**config.mk**
```make
export PLATFORM = sky130hd
export DESIGN_NAME = date_add_minutes
export DESIGN_NICKNAME = d
export VERILOG_FILES = /design/src/rtl/dam_pkg.sv /design/src/rtl/dam_time_add.sv /design/src/rtl/dam_cal_roll.sv /design/src/rtl/date_add_minutes.sv
export SDC_FILE = /design/constraint.sdc
export NUM_CORES = 1
export LEC_CHECK = 0
export CAP_MARGIN = 20
export CORE_MARGIN = 8
export CORE_UTILIZATION = 34
export CTS_CLUSTER_DIAMETER = 40
export DETAILED_ROUTE_END_ITERATION = 10
export DONT_BUFFER_PORTS = 1
export HOLD_SLACK_MARGIN = 0.03
export PLACE_DENSITY_LB_ADDON = 0.05
export SETUP_SLACK_MARGIN = 0.02
export SLEW_MARGIN = 5
export SYNTH_ARGS = -nofsm -noshare
export SYNTH_HDL_FRONTEND = slang
export SYNTH_HIERARCHICAL = 1
export SYNTH_SLANG_ARGS = --single-unit
```
**constraint.sdc**
```tcl
create_clock -name clk -period 13.4 [get_ports clk]
set_input_delay 0.67 -clock clk [delete_from_list [all_inputs] [get_ports clk]]
set_output_delay 0.67 -clock clk [all_outputs]
set_load 0.01 [all_outputs]
```
**src/rtl/dam_pkg.sv**
```systemverilog
package dam_pkg;

  // calendar and clock constants
  localparam int unsigned MINS_PER_HOUR = 60;
  localparam int unsigned LAST_HOUR     = 23;
  localparam int unsigned HOURS_PER_DAY = 24;
  localparam int unsigned DAYS_PER_WEEK = 7;
  localparam int unsigned LAST_MONTH    = 12;
  localparam int unsigned LEN_LONG      = 31;
  localparam int unsigned LEN_SHORT     = 30;
  localparam int unsigned LEN_FEB       = 28;

  // month codes
  localparam logic [7:0] MON_JAN = 8'd1;
  localparam logic [7:0] MON_FEB = 8'd2;
  localparam logic [7:0] MON_MAR = 8'd3;
  localparam logic [7:0] MON_APR = 8'd4;
  localparam logic [7:0] MON_MAY = 8'd5;
  localparam logic [7:0] MON_JUN = 8'd6;
  localparam logic [7:0] MON_JUL = 8'd7;
  localparam logic [7:0] MON_AUG = 8'd8;
  localparam logic [7:0] MON_SEP = 8'd9;
  localparam logic [7:0] MON_OCT = 8'd10;
  localparam logic [7:0] MON_NOV = 8'd11;
  localparam logic [7:0] MON_DEC = 8'd12;

  // input transaction
  typedef struct packed {
    logic [7:0] year_in;
    logic [7:0] month_in;
    logic [4:0] day_in;
    logic [2:0] weekday_in;
    logic [4:0] hour_in;
    logic [5:0] minute_in;
    logic [5:0] second_in;
    logic [7:0] minutes_to_add;
  } dam_in_t;

  // result transaction
  typedef struct packed {
    logic [7:0] year_out;
    logic [7:0] month_out;
    logic [7:0] day_out;
    logic [2:0] weekday_out;
    logic [4:0] hour_out;
    logic [5:0] minute_out;
    logic [5:0] second_out;
  } dam_out_t;

  // time part handed from the clock adder to the calendar stage
  typedef struct packed {
    logic       day_roll;
    logic [4:0] hour;
    logic [5:0] minute;
  } dam_time_t;

endpackage

```
**src/rtl/dam_time_add.sv**
```systemverilog
module dam_time_add (
  input  logic [4:0]         hour_i,
  input  logic [5:0]         minute_i,
  input  logic [7:0]         add_i,
  output dam_pkg::dam_time_t time_o
);
  import dam_pkg::*;

  logic [2:0] add_hrs;
  logic [5:0] add_min;
  logic [6:0] msum;
  logic       mcarry;
  logic [5:0] hsum;

  // split the count into whole hours and leftover minutes by compares
  always_comb begin
    if (add_i >= 8'(4 * MINS_PER_HOUR)) begin
      add_hrs = 3'd4;
      add_min = 6'(add_i - 8'(4 * MINS_PER_HOUR));
    end else if (add_i >= 8'(3 * MINS_PER_HOUR)) begin
      add_hrs = 3'd3;
      add_min = 6'(add_i - 8'(3 * MINS_PER_HOUR));
    end else if (add_i >= 8'(2 * MINS_PER_HOUR)) begin
      add_hrs = 3'd2;
      add_min = 6'(add_i - 8'(2 * MINS_PER_HOUR));
    end else if (add_i >= 8'(MINS_PER_HOUR)) begin
      add_hrs = 3'd1;
      add_min = 6'(add_i - 8'(MINS_PER_HOUR));
    end else begin
      add_hrs = 3'd0;
      add_min = add_i[5:0];
    end
  end

  // minute sum with a single carry into the hour
  assign msum   = 7'(minute_i) + 7'(add_min);
  assign mcarry = (msum >= 7'(MINS_PER_HOUR));
  assign hsum   = 6'(hour_i) + 6'(add_hrs) + 6'(mcarry);

  // one day rollover at most
  always_comb begin
    time_o.minute   = mcarry ? 6'(msum - 7'(MINS_PER_HOUR)) : msum[5:0];
    time_o.day_roll = (hsum > 6'(LAST_HOUR));
    time_o.hour     = time_o.day_roll ? 5'(hsum - 6'(HOURS_PER_DAY)) : hsum[4:0];
  end

endmodule

```
**src/rtl/dam_cal_roll.sv**
```systemverilog
module dam_cal_roll (
  input  logic       roll_i,
  input  logic [7:0] year_i,
  input  logic [7:0] month_i,
  input  logic [4:0] day_i,
  input  logic [2:0] weekday_i,
  output logic [7:0] year_o,
  output logic [7:0] month_o,
  output logic [7:0] day_o,
  output logic [2:0] weekday_o
);
  import dam_pkg::*;

  logic [4:0] mlen;
  logic       known;

  // month length, unknown months do not roll the date
  always_comb begin
    known = 1'b1;
    unique case (month_i)
      MON_JAN, MON_MAR, MON_MAY, MON_JUL,
      MON_AUG, MON_OCT, MON_DEC: mlen = 5'(LEN_LONG);
      MON_FEB:                   mlen = 5'(LEN_FEB);
      MON_APR, MON_JUN,
      MON_SEP, MON_NOV:          mlen = 5'(LEN_SHORT);
      default: begin
        mlen  = 5'd0;
        known = 1'b0;
      end
    endcase
  end

  // advance weekday, day, month and year on a rollover
  always_comb begin
    year_o    = year_i;
    month_o   = month_i;
    day_o     = 8'(day_i);
    weekday_o = weekday_i;
    if (roll_i) begin
      weekday_o = (weekday_i == 3'(DAYS_PER_WEEK)) ? 3'd1 : 3'(weekday_i + 3'd1);
      if (known) begin
        if (day_i == mlen) begin
          day_o = 8'd1;
          if (month_i == 8'(LAST_MONTH)) begin
            month_o = MON_JAN;
            year_o  = 8'(year_i + 8'd1);
          end else begin
            month_o = 8'(month_i + 8'd1);
          end
        end else begin
          day_o = 8'(day_i) + 8'd1;
        end
      end
    end
  end

endmodule

```
**src/rtl/date_add_minutes.sv**
```systemverilog
// date_add_minutes: date and time advanced by 0 to 255 minutes
// an accepted transaction passes the input register, then the result register, which drives out_valid
// throughput: one transaction per cycle, busy stays low, no stall path
// the result register feeds the output ports, the receiver cannot stall
// reset: synchronous active-low rst_n clears the valid flags only
module date_add_minutes (
  input  logic              clk,
  input  logic              rst_n,
  input  logic              start,
  output logic              busy,
  input  dam_pkg::dam_in_t  in_item,
  output logic              out_valid,
  output dam_pkg::dam_out_t out_item
);
  import dam_pkg::*;

  dam_in_t   in_r;
  logic      in_valid_r;
  dam_out_t  out_r;
  dam_out_t  out_nxt;
  logic      out_valid_r;
  dam_time_t tm;

  // never blocks, a transaction can enter every cycle
  assign busy = 1'b0;

  // input register
  always_ff @(posedge clk) begin
    if (!rst_n) begin
      in_valid_r <= 1'b0;
    end else begin
      in_valid_r <= start && !busy;
    end
    if (start && !busy) begin
      in_r <= in_item;
    end
  end

  // minute and hour addition
  dam_time_add u_time (
    .hour_i   (in_r.hour_in),
    .minute_i (in_r.minute_in),
    .add_i    (in_r.minutes_to_add),
    .time_o   (tm)
  );

  // calendar rollover
  dam_cal_roll u_cal (
    .roll_i    (tm.day_roll),
    .year_i    (in_r.year_in),
    .month_i   (in_r.month_in),
    .day_i     (in_r.day_in),
    .weekday_i (in_r.weekday_in),
    .year_o    (out_nxt.year_out),
    .month_o   (out_nxt.month_out),
    .day_o     (out_nxt.day_out),
    .weekday_o (out_nxt.weekday_out)
  );

  assign out_nxt.hour_out   = tm.hour;
  assign out_nxt.minute_out = tm.minute;
  assign out_nxt.second_out = in_r.second_in;

  // result register
  always_ff @(posedge clk) begin
    if (!rst_n) begin
      out_valid_r <= 1'b0;
    end else begin
      out_valid_r <= in_valid_r;
    end
    if (in_valid_r) begin
      out_r <= out_nxt;
    end
  end

  assign out_valid = out_valid_r;
  assign out_item  = out_r;

  // checks
  a_strobe_from_start: assert property (@(posedge clk) disable iff (!rst_n)
    out_valid |-> $past(start, 2))
    else $error("result strobe without an accepted transaction");

  a_second_pass: assert property (@(posedge clk) disable iff (!rst_n)
    out_valid && $past(rst_n, 2) |->
      out_item.second_out == $past(in_item.second_in, 2))
    else $error("second field not passed through");

  a_weekday_needs_roll: assert property (@(posedge clk) disable iff (!rst_n)
    out_valid && $past(rst_n, 2) &&
    (out_item.weekday_out != $past(in_item.weekday_in, 2)) |->
      out_item.hour_out < $past(in_item.hour_in, 2))
    else $error("weekday changed without an hour rollover");

  a_reset_clears: assert property (@(posedge clk)
    !rst_n |=> !out_valid)
    else $error("result strobe right after reset");

endmodule

```
; ---- Yosys cells after proc, flatten, opt, wreduce, memory -nomap -nowiden
; Index checks and enable logic that the tools add are counted.
[word_totals]
wordCells = 82
output_inout_bits = 46
ff_bits = 93
inputBits = 52
[classes]
n_reduce_logical = 4
muxes = 25
bitwise_logic = 2
n_eq_ne = 14
order_cmp = 6
n_addsub = 13
[op_table]
columns = op, count
row1 = $mux 8, 8
row2 = $eq 8x4->1 const B, 5
row3 = $eq 8x3->1 const B, 4
row4 = $mux 6, 5
row5 = $sub 6x6->6 const B, 5
row6 = $mux 5, 4
row7 = $add 8x1->8 const B, 2
row8 = $eq 8x2->1 const B, 2
row9 = $ge 8x8->1 const B, 2
row10 = $mux 3, 5
row11 = $pmux 5 s3, 1
row12 = $reduce_or 12->1, 1
row13 = $eq 8x1->1 const B, 1
row14 = $ge 8x6->1 const B, 1
row15 = $ge 8x7->1 const B, 1
row16 = $add 6x6->7, 1
row17 = $ge 7x6->1 const B, 1
row18 = $reduce_or 7->1, 1
row19 = $add 5x1->6 const B, 1
row20 = $add 5x3->6, 1
row21 = $add 6x1->6, 1
row22 = $gt 6x5->1 const B, 1
row23 = $eq 5x5->1, 1
row24 = $sub 5x5->5 const B, 1
row25 = other kinds (6), 8

; ---- Logic depth before layout (Yosys ltp)
; Gate-level depths: netlist of run 1.
[logic_depth]
depth_word = 11
depth_mapped = 28
mapped_depth_nobuf = 27

; ---- Cells and area by module
; The synthesis of run 1 kept the hierarchy.
[modules_own_cells]
columns = mod, cells_each, area_each_um2, n_inst, seq_area_each_um2
row1 = date_add_minutes, 99, 2856.5, 1, 2832.7
row2 = dam_time_add, 134, 1019.7, 1, 0.0
row3 = dam_cal_roll, 128, 1003.5, 1, 0.0

; ---- Worst setup path after synthesis of run 1
; No wires, ideal clock.
[synth_timing]
path_kind = register -> register
startpoint = register in_r[3] (netlist name)
endpoint = register out_r, in the netlist out_item[28], data pin
required_time_ps = 13138
stages_incl_launch_ff = 28
n_path_buf = 1
setup_time_ps = 262
synth_period_minus_slack_ps = 6436
setup_slack_ps = 6964
arrival_ps = 6174
path_cell_list = edfxtp_1 -> inv_1 -> ha_1 -> nor3b_1 -> o211ai_1 -> a21boi_0 -> a2bb2oi_1 -> xnor2_1 -> ha_1 -> a21oi_2 -> nand2_1 -> xor2_1 -> ha_1 -> nand3b_1 -> nand3_1 -> a31oi_4 -> fa_1 -> fa_1 -> inv_1 -> a21oi_1 -> or2_2 -> o21ai_0 -> a22o_1 -> clkbuf_8 -> nand4_1 -> a2111oi_4 -> nor4b_4 -> mux2_1
[synth_rtl]
columns = item, line
row1 = "start, declared", date_add_minutes.sv:17  ; dam_in_t in_r;
row2 = "start signal, assigned", date_add_minutes.sv:35  ; in_r <= in_item;
row3 = "end signal, assigned", date_add_minutes.sv:72  ; out_r <= out_nxt;
row4 = "end, declared", date_add_minutes.sv:19  ; dam_out_t out_r;

==> results of run 1 <==
==> worst max-delay path by stage <==
stage / endpoint / depth (start not counted) / slack (ns)
2_1_floorplan: out_item[28] / 27 / 6.96
3_3_place_gp: out_item[29] / 26 / 6.32
3_5_place_dp: out_item[28] / 26 / 6.11
4_1_cts: out_item[28] / 26 / 6.04
5_1_grt: out_item[28] / 26 / 5.49
6_report: out_item[28] / 26 / 6.03
==> synth_stat cells (3+ instances only) <==
library cell	count
clkbuf_1	6
o21ai_0	11
o221ai_1	3
nor4_1	8
a22o_1	3
mux2_4	3
nand3b_1	4
xor2_1	10
fa_1	3
xnor2_1	7
a21o_1	3
edfxtp_1	93
and2_1	6
nor2b_1	4
nand2_1	19
a21oi_1	12
nand3_1	12
or3_1	4
nor2_1	12
nand4_1	9
nor3b_1	3
buf_4	4
a211oi_1	3
inv_1	22
o211ai_1	4
ha_1	26
clkbuf_8	3
nand2b_1	6
==> cells by family (layout without fill, tap and decap cells) <==
family | after synthesis | count (layout) | share of synthesized area (%)
adder cells (fa/ha/maj) | 30 | 30 | 8.10
other | 2 | 4 | 0.154
XOR/XNOR | 17 | 17 | 3.05
multiplexers | 7 | 7 | 1.82
buffers and inverters | 39 | 40 | 4.36
AND/OR/NAND/NOR | 105 | 105 | 13.1
flip-flops | 95 | 95 | 58.1
AO/OA/AOI/OAI | 66 | 66 | 11.4
==> per-layer routing <==
metal / wire length (um) / part of all wire [%] / track usage [%] / vias up
li1: - / - / - / 1365
met1: 4330 / 42 / 12.7 / 1370
met2: 5170 / 50 / 18.3 / 80
met3: 598 / 5.8 / 4.53 / 18
met4: 187 / 1.8 / 5.00 / 4
met5: 17 / 0.16 / 0 / -
==> final cells by class <==
cell class / instances / area [um2] / area share [%]
antenna: 1 / 2.50 / 0.0473
clock buffer: 12 / 256 / 4.85
clock inverter: 4 / 31.3 / 0.592
inverter: 22 / 82.6 / 1.56
multi-input combinational: 228 / 1840 / 34.8
sequential: 95 / 2830 / 53.6
tap: 180 / 225 / 4.26
timing repair buffer: 2 / 15.0 / 0.284
==> critical path: stages (launching register included) <==
cell and delay [ns]:
edfxtp_1 0.47, inv_1 0.12, ha_1 0.19, nor3b_1 0.14, o211ai_1 0.25, a21boi_0 0.43, a2bb2oi_1 0.33, xnor2_1 0.20
ha_1 0.31, a21oi_2 0.22, nand2_1 0.14, xor2_1 0.25, ha_1 0.23, nand3b_1 0.09, nand3_1 0.16, a31oi_4 0.13
fa_1 0.46, fa_1 0.43, inv_1 0.07, a21oi_1 0.11, or2_2 0.29, o21ai_0 0.14, a22o_1 0.35, nand4_1 0.19
a2111oi_4 0.61, nor4b_4 0.41, mux2_1 0.37
==> registers in the layout, summed over array words and instances (netlist names) <==
name / cells
in_r: 49
in_valid_r: 1
out_item: 44
out_valid: 1
==> where the power goes <==
| group | switching (mW) | internal, mW | total [mW] | leakage [nW] |
|---|---|---|---|---|
| Sequential | 0.0272 | 0.364 | 0.391 | 0.909 |
| Clock | 0.112 | 0.136 | 0.248 | 0.131 |
| Combinational | 0.0813 | 0.0606 | 0.142 | 0.808 |
==> metrics by stage <==
stage	worst slack [ns]	utilization (%)	cell area, um2
after floorplan	6.96	-	4880
after global placement	6.32	35.8	4990
after detailed placement	6.11	35.8	4990
after CTS	6.04	37.9	5280
after global routing	5.49	37.9	5280
final	6.03	37.9	5290
==> flow_metrics.env, run 1 <==
export IMPL_io_pins=98
export IMPL_start_util_pct=35.0
export IMPL_clk_path_buf_depth=2
export IMPL_wl_um=10300
export IMPL_drt_iter0_drc=175
export IMPL_placedCellCount=527
export IMPL_reg2reg_slack_ns=6.03
export IMPL_synth_area_top_cells="edfxtp_1, ha_1, xor2_1, inv_1, nand2_1"
export IMPL_cts_setup_buffers=0
export IMPL_cts_tree="built"
export IMPL_die_w_um=136
export IMPL_finalPower_mw=0.781
export IMPL_hold_end="in_r[30]"
export IMPL_synthFlopType="edfxtp_1"
export IMPL_h_tree_depth=3
export IMPL_gp_congestion=0.790
export IMPL_rr_worst_depth=26
export IMPL_numCtsBuffers=9
export IMPL_clk_latency_ns=0.35
export IMPL_min_delay_path_class="in -> reg"
export IMPL_die_h_um=136
export IMPL_setup_tns_ns=0
export IMPL_wl_per_cell_um=18.9
export IMPL_final_cell_mix="edfxtp_1, ha_1, inv_1"
export IMPL_grt_pass1_vias=2770
export IMPL_status="finished, final reports clean"
export IMPL_worstSetupPathType="reg -> reg"
export IMPL_cp_required_ns=13.49
export IMPL_timing_hold_violations_final=0
export IMPL_holdWs_ns=0.405
export IMPL_peakVddDrop_uv=95.3
export IMPL_vias=2837
export IMPL_r2r_start="in_r[3]"
export IMPL_maxCapViolations=0
export IMPL_grt_first_pass_wirelength_um=15400
export IMPL_synth_distinct_cells=71
export IMPL_async_flop_share_pct=0
export IMPL_rows=43
export IMPL_dp_hpwl_um=7470
export IMPL_cts_resized=0
export IMPL_final_cells=544
export IMPL_drcViolationCount=0
export IMPL_rsz0062_at_grt="no"
export IMPL_yosysTopAreaCell="edfxtp_1"
export IMPL_syn_to_final_growth_pct=8.31
export IMPL_track_usage_pct=11.2
export IMPL_max_freq_ghz=0.136
export IMPL_hold_buffers=0
export IMPL_ys_ff_latch=95
export IMPL_nets=439
export IMPL_synth_top_area_share_pct=57.2
export IMPL_setup_violations=0
export IMPL_via_per_inst=5.22
export IMPL_crit_start="in_r[3]"
export IMPL_finalCritPeriodShare_pct=55.0
export IMPL_hold_depth=0
export IMPL_worst_slew_pin_slew_ns=0.721
export IMPL_syn_avg_cell_area_um2=13.5
export IMPL_cts_root_buf="clkbuf_16"
export IMPL_io_buffers=0
export IMPL_arrival_ns=7.46
export IMPL_timing_rr_end="out_item[28]"
export IMPL_final_common_cell="edfxtp_1"
export IMPL_antenna_found_initial=3
export IMPL_cp_start_kind="register"
export IMPL_finalCriticalPeriod_ns=7.37
export IMPL_fin_worst_skew_ns=0.0125
export IMPL_clkSinkCount=95
export IMPL_slew_headroom_pct=51.8
export IMPL_ant_nets=0
export IMPL_endpoint_kind="register"
export IMPL_p_leak_nw=1.85
export IMPL_powerDensity_nw_per_um2=148
export IMPL_coreArea_um2=13900
export IMPL_hp_start="in_item[30]"
export IMPL_grt_max_degree=51
export IMPL_synth_edf_count=93
export IMPL_synth_cells=361
export IMPL_crit_fanout=10
export IMPL_dieArea_um2=18400
export IMPL_drive_above_1_share_pct=11.6
export IMPL_fillerInstances=1303
export IMPL_yosys_warnings=6
export IMPL_overflow=0
export IMPL_dr_pass1_iters=4
export IMPL_synth_seq_area_share_pct=58.1
export IMPL_slew_viol_final=0
export IMPL_clk_pin_slew_ns=0.07
export IMPL_syn_cell_area_um2=4880
No activity file was read; power rests on OpenSTA's default activity.
==> run 2: changes to the inputs <==
- clock period: 13.4 -> 7.65 ns (I/O delays scaled with it)
==> run 2 against run 1 <==
  * Global-route usage grew 0.23 points
  * Critical path depth grew 3
  * Critical endpoint is now out_item[30]
  * Total power grew 78%
==> flow_metrics.env, run 2 (synthesis results as in run 1) <==
export IMPL_io_pins=98
export IMPL_n_antenna_cell=0
export IMPL_largest_reg_flops=49
export IMPL_hold_end="in_r[10]"
export IMPL_finalPower_mw=1.39
export IMPL_coreArea_um2=13900
export IMPL_min_delay_path_class="in -> reg"
export IMPL_final_common_cell="edfxtp_1"
export IMPL_rows=43
export IMPL_cp_start_kind="register"
export IMPL_hp_start="in_item[10]"
export IMPL_clk_latency_ns=0.35
export IMPL_cpPeakStageDelay_ns=0.48
export IMPL_h_tree_depth=3
export IMPL_drt_iter0_drc=140
export IMPL_top_register="in_r"
export IMPL_final_cell_mix="edfxtp_1, ha_1, inv_1"
export IMPL_postLayoutCellArea_um2=5320
export IMPL_clk_pin_slew_ns=0.07
export IMPL_dr_pass1_iters=4
export IMPL_cts_root_buf="clkbuf_16"
export IMPL_clk_path_buf_depth=2
export IMPL_rsz0062_at_grt="no"
export IMPL_nets=443
export IMPL_via_per_inst=5.15
export IMPL_setup_violations=0
export IMPL_hold_buffers=0
export IMPL_rr_worst_depth=29
export IMPL_wl_um=10300
export IMPL_dpl_cell_area_um2=5010
export IMPL_grt_first_pass_wirelength_um=15900
export IMPL_antenna_found_initial=3
export IMPL_track_usage_pct=11.5
export IMPL_crit_path_frequent_cell="ha_1"
export IMPL_hold_depth=0
export IMPL_worst_slew_pin_slew_ns=0.722
export IMPL_finalCritPeriodShare_pct=91.0
export IMPL_start_util_pct=35.0
export IMPL_setup_tns_ns=0
export IMPL_finalCoreUtilization_pct=38.2
export IMPL_gp_congestion=0.805
export IMPL_p_leak_nw=1.89
export IMPL_peakVddDrop_uv=138
export IMPL_io_buffers=0
export IMPL_numCtsBuffers=9
export IMPL_drive_above_1_share_pct=12.5
export IMPL_r2r_start="in_r[3]"
export IMPL_timing_hold_violations_final=0
export IMPL_powerDensity_nw_per_um2=261
export IMPL_dieArea_um2=18400
export IMPL_cp_top_family="compound AO/OA/AOI/OAI gates"
export IMPL_timing_rr_end="out_item[30]"
export IMPL_max_freq_ghz=0.144
export IMPL_path_buf_inv=4
export IMPL_maxCapViolations=0
export IMPL_overflow=0
export IMPL_crit_fanout=10
export IMPL_wl_per_cell_um=18.8
export IMPL_ant_nets=0
export IMPL_slew_viol_final=0
export IMPL_drcViolationCount=0
export IMPL_worstSetupPathType="reg -> reg"
export IMPL_cts_tree="built"
export IMPL_dp_hpwl_um=7470
export IMPL_finalCriticalPeriod_ns=6.96
export IMPL_fin_worst_skew_ns=0.0132
export IMPL_die_w_um=136
export IMPL_clkSinkCount=95
export IMPL_vias=2815
export IMPL_reg2reg_slack_ns=0.69
export IMPL_grt_pass1_vias=2860
export IMPL_cp_required_ns=7.76
export IMPL_cpMaxStageDelayCell="edfxtp_1"
export IMPL_syn_to_final_growth_pct=9.03
export IMPL_endpoint_kind="register"
export IMPL_slew_headroom_pct=51.7
export IMPL_die_h_um=136
export IMPL_grt_max_degree=51
export IMPL_arrival_ns=7.07
export IMPL_status="finished, final reports clean"
## run 2: changes by cell type in the layout (fill, tap and decap cells not counted), moves of 2 or more
cell	delta
buf_4	+4
clkbuf_8	-2
clkinv_2	+2
clkinvlp_4	-3
inv_6	+2
## run 2: power by group
part	leakage [nW]	internal (mW)	total, mW	switching [mW]
clock	0.148	0.254	0.456	0.202
combinational	0.829	0.107	0.246	0.139
sequential	0.909	0.637	0.685	0.0476
## run 2: through the flow
stage / worst slack [ns] / hold slack, ns / instances
2_1_floorplan: 1.21 / 0.400 / 362
3_3_place_gp: 0.604 / 0.400 / 528
3_5_place_dp: 0.421 / 0.405 / 529
4_1_cts: 0.368 / 0.103 / 545
5_1_grt: 0.121 / 0.0943 / 547
6_report: 0.689 / 0.116 / 547
## run 2: worst max-delay path by stage
stage               startpoint            to  slack [ns]  depth (start not counted)
finish                 in_r[3]  out_item[30]        0.69                         29
global route           in_r[3]  out_item[30]        0.12                         29
CTS                    in_r[3]  out_item[29]        0.37                         27
detailed placement     in_r[3]  out_item[29]        0.42                         27
global placement       in_r[3]  out_item[29]        0.60                         27
floorplan              in_r[3]  out_item[28]        1.21                         27
## run 2: layout make-up
cell class                      count  area, um2
Clock buffer                        9        225
Clock inverter                      7       70.1
Fill cell                        1306       8610
Inverter                           22       82.6
Multi-Input combinational cell    228       1840
Sequential cell                    95       2830
Tap cell                          180        225
Timing Repair Buffer                6       45.0
## run 2: layer usage
metal  share of wire, %  GRT usage [%]  wire length [um]  vias to the layer above
li1                   -              -                 -                     1367
met1                 43           12.8              4410                     1350
met2                 48           18.3              4990                       69
met3                6.4           5.56               660                       23
met4                1.9           4.87               200                        6
met5               0.32              0                33                        -
## run 2: timing repair
| action | 4_1_cts | 5_1_grt |
|---|---|---|
| buffers inserted | 0 | 2 |
| gates resized for setup | 0 | 1 |
| hold endpoints to repair | 0 | 0 |
| setup endpoints to repair | 0 | 9 |
==> run 3: changes to the inputs <==
- ABC_AREA: unset -> 1
==> run 3 against run 2 <==
  * Clock skew is essentially flat
  * Cell count grew 16%
  * Total power shrank 4.5%
  * Global-route usage shrank 0.44 points
  * Setup slack gained 0.81 ns
  * Die area shrank 1.3%
  * Sequential power shrank 0.7%
  * Area after synthesis shrank 1.5%
  * Clock-buffer cell count grew 1
  * Hold slack gained 0.010 ns
  * Via count grew 1.7%
  * Critical path type unchanged
  * Critical endpoint is now out_item[43]
==> flow_metrics.env, run 3 <==
export IMPL_clk_latency_ns=0.35
export IMPL_clk_path_buf_depth=2
export IMPL_die_h_um=135
export IMPL_rr_worst_depth=31
export IMPL_dieArea_um2=18200
export IMPL_clk_pin_slew_ns=0.07
export IMPL_slew_headroom_pct=64.9
export IMPL_setup_violations=0
export IMPL_cpPeakStageDelay_ns=0.51
export IMPL_die_w_um=135
export IMPL_cts_resized=0
export IMPL_rsz0062_at_grt="no"
export IMPL_max_freq_ghz=0.163
export IMPL_clkSinkCount=95
export IMPL_numCtsBuffers=9
export IMPL_setup_tns_ns=0
export IMPL_synth_top_area_share_pct=58.1
export IMPL_gp_congestion=0.803
export IMPL_crit_fanout=8
export IMPL_cp_top_family="simple AND/OR/NAND/NOR gates"
export IMPL_worst_slew_pin_slew_ns=0.526
export IMPL_hold_buffers=0
export IMPL_rows=43
export IMPL_nets=532
export IMPL_wl_per_cell_um=15.4
export IMPL_holdWs_ns=0.127
export IMPL_dr_pass1_iters=4
export IMPL_reg2reg_slack_ns=1.50
export IMPL_timing_hold_violations_final=0
export IMPL_synth_area_top_cells="edfxtp_1, nand2_1, ha_1, inv_1, nand3_1"
export IMPL_grt_max_degree=51
export IMPL_grt_first_pass_wirelength_um=15100
export IMPL_start_util_pct=34.8
export IMPL_top_register="in_r"
export IMPL_synth_cells=445
export IMPL_final_cell_mix="nand2_1, edfxtp_1, inv_1"
export IMPL_track_usage_pct=11.0
export IMPL_syn_to_final_growth_pct=10.1
export IMPL_synthFlopType="edfxtp_1"
export IMPL_cts_setup_buffers=0
export IMPL_cp_start_kind="register"
export IMPL_status="finished, final reports clean"
export IMPL_cts_root_buf="clkbuf_16"
export IMPL_arrival_ns=6.26
export IMPL_powerDensity_nw_per_um2=250
export IMPL_maxCapViolations=0
export IMPL_worstSetupPathType="reg -> reg"
export IMPL_syn_cell_area_um2=4810
export IMPL_drt_iter0_drc=143
export IMPL_ant_nets=0
export IMPL_yosysTopAreaCell="edfxtp_1"
export IMPL_h_tree_depth=3
export IMPL_cpMaxStageDelayCell="edfxtp_1"
export IMPL_drive_above_1_share_pct=12.9
export IMPL_synth_distinct_cells=38
export IMPL_finalCritPeriodShare_pct=80.4
export IMPL_crit_cells=31
export IMPL_final_common_cell="nand2_1"
export IMPL_cp_required_ns=7.76
export IMPL_fin_worst_skew_ns=0.0135
export IMPL_yosys_warnings=6
export IMPL_peakVddDrop_uv=126
export IMPL_syn_avg_cell_area_um2=10.8
export IMPL_synth_edf_count=93
export IMPL_crit_path_frequent_cell="nand2_1"
export IMPL_grt_pass1_vias=2925
export IMPL_cts_tree="built"
export IMPL_crit_start="in_r[4]"
export IMPL_min_delay_path_class="in -> reg"
export IMPL_r2r_start="in_r[4]"
export IMPL_path_buf_inv=6
export IMPL_io_pins=98
export IMPL_vias=2864
export IMPL_async_flop_share_pct=0
export IMPL_synth_commonest_cells="nand2_1, edfxtp_1, inv_1"
export IMPL_coreArea_um2=13800
export IMPL_ys_ff_latch=95
export IMPL_p_leak_nw=2.18
export IMPL_finalCriticalPeriod_ns=6.15
export IMPL_synth_seq_area_share_pct=58.9
export IMPL_via_per_inst=4.50
export IMPL_crit_path_end="out_item[43]"
export IMPL_drcViolationCount=0
export IMPL_synthMostInstantiatedCell="nand2_1"
export IMPL_slew_viol_final=0
export IMPL_io_buffers=0
export IMPL_endpoint_kind="register"
export IMPL_timing_rr_end="out_item[43]"
export IMPL_antenna_found_initial=2
export IMPL_dp_hpwl_um=7360
export IMPL_overflow=0
export IMPL_fillerInstances=1312
export IMPL_largest_reg_flops=49
export IMPL_wl_um=9810
[run 3: changes by cell type after synthesis, moves of 6 or more]
cell,before,now
nand3_1,12,30
nand4_1,9,3
nor2_1,12,22
o21ai_1,0,9
inv_2,0,8
inv_1,22,61
nand2_2,0,8
nand2_1,19,104
nor4_1,8,0
nand2b_1,6,0
[run 3: final cells by class]
cell class / instances / area [um2] / area share, %
antenna: 1 / 2.50 / 0.0473
clock buffer: 10 / 229 / 4.33
clock inverter: 6 / 41.3 / 0.780
inverter: 70 / 265 / 5.01
multi-input combinational: 274 / 1680 / 31.7
sequential: 95 / 2830 / 53.5
tap: 180 / 225 / 4.26
timing repair buffer: 1 / 20.0 / 0.378
[run 3: how the worst min path moves through the flow]
stage	start	endpoint	cells past startpoint
final	in_item[0]	in_r[0]	0
after global routing	in_item[32]	in_r[32]	0
after CTS	in_item[15]	in_r[15]	0
after detailed placement	in_r[10]	out_item[2]	0
after global placement	in_r[10]	out_item[2]	0
after floorplan	in_r[8]	out_item[0]	0
[run 3: where the power goes]
| part | total (mW) | switching [mW] | internal [mW] |
|---|---|---|---|
| combinational | 0.227 | 0.142 | 0.0852 |
| sequential | 0.680 | 0.0435 | 0.636 |
| clock | 0.417 | 0.195 | 0.222 |
| total | 1.32 | 0.380 | 0.944 |
[run 3: cells by family (layout without fill, tap and decap cells)]
logic type	count (synthesis)	count (layout)	synth area share [%]
and+or+nand+nor	199	199	20.3
DFF	95	95	58.9
AOI/OAI and AO/OA	34	34	4.50
xor gates and xnor gates	9	9	1.80
buffers and inverters	77	87	6.30
other	2	4	0.156
adders and majority gates	29	29	8.02
[run 3: stage by stage]
stage / setup slack (ns) / util, % / area, um2 / instances / power (mW)
after floorplan: 2.34 / - / 4810 / 446 / 0.867
after global placement: 1.65 / 36.2 / 5000 / 619 / 0.921
after detailed placement: 1.46 / 36.2 / 5000 / 619 / 0.923
after CTS: 1.43 / 38.1 / 5270 / 635 / 1.35
after global routing: 0.830 / 38.3 / 5290 / 637 / 1.40
final: 1.50 / 38.3 / 5290 / 637 / 1.32
[run 3: metal layers]
layer  part of all wire (%)  track usage (%)  routed length (um)
met1                     42             11.9                4120
met2                     52             19.1                5090
met3                    4.3             3.71                 420
met4                    1.7             5.05                 170
met5                   0.13                0                  13
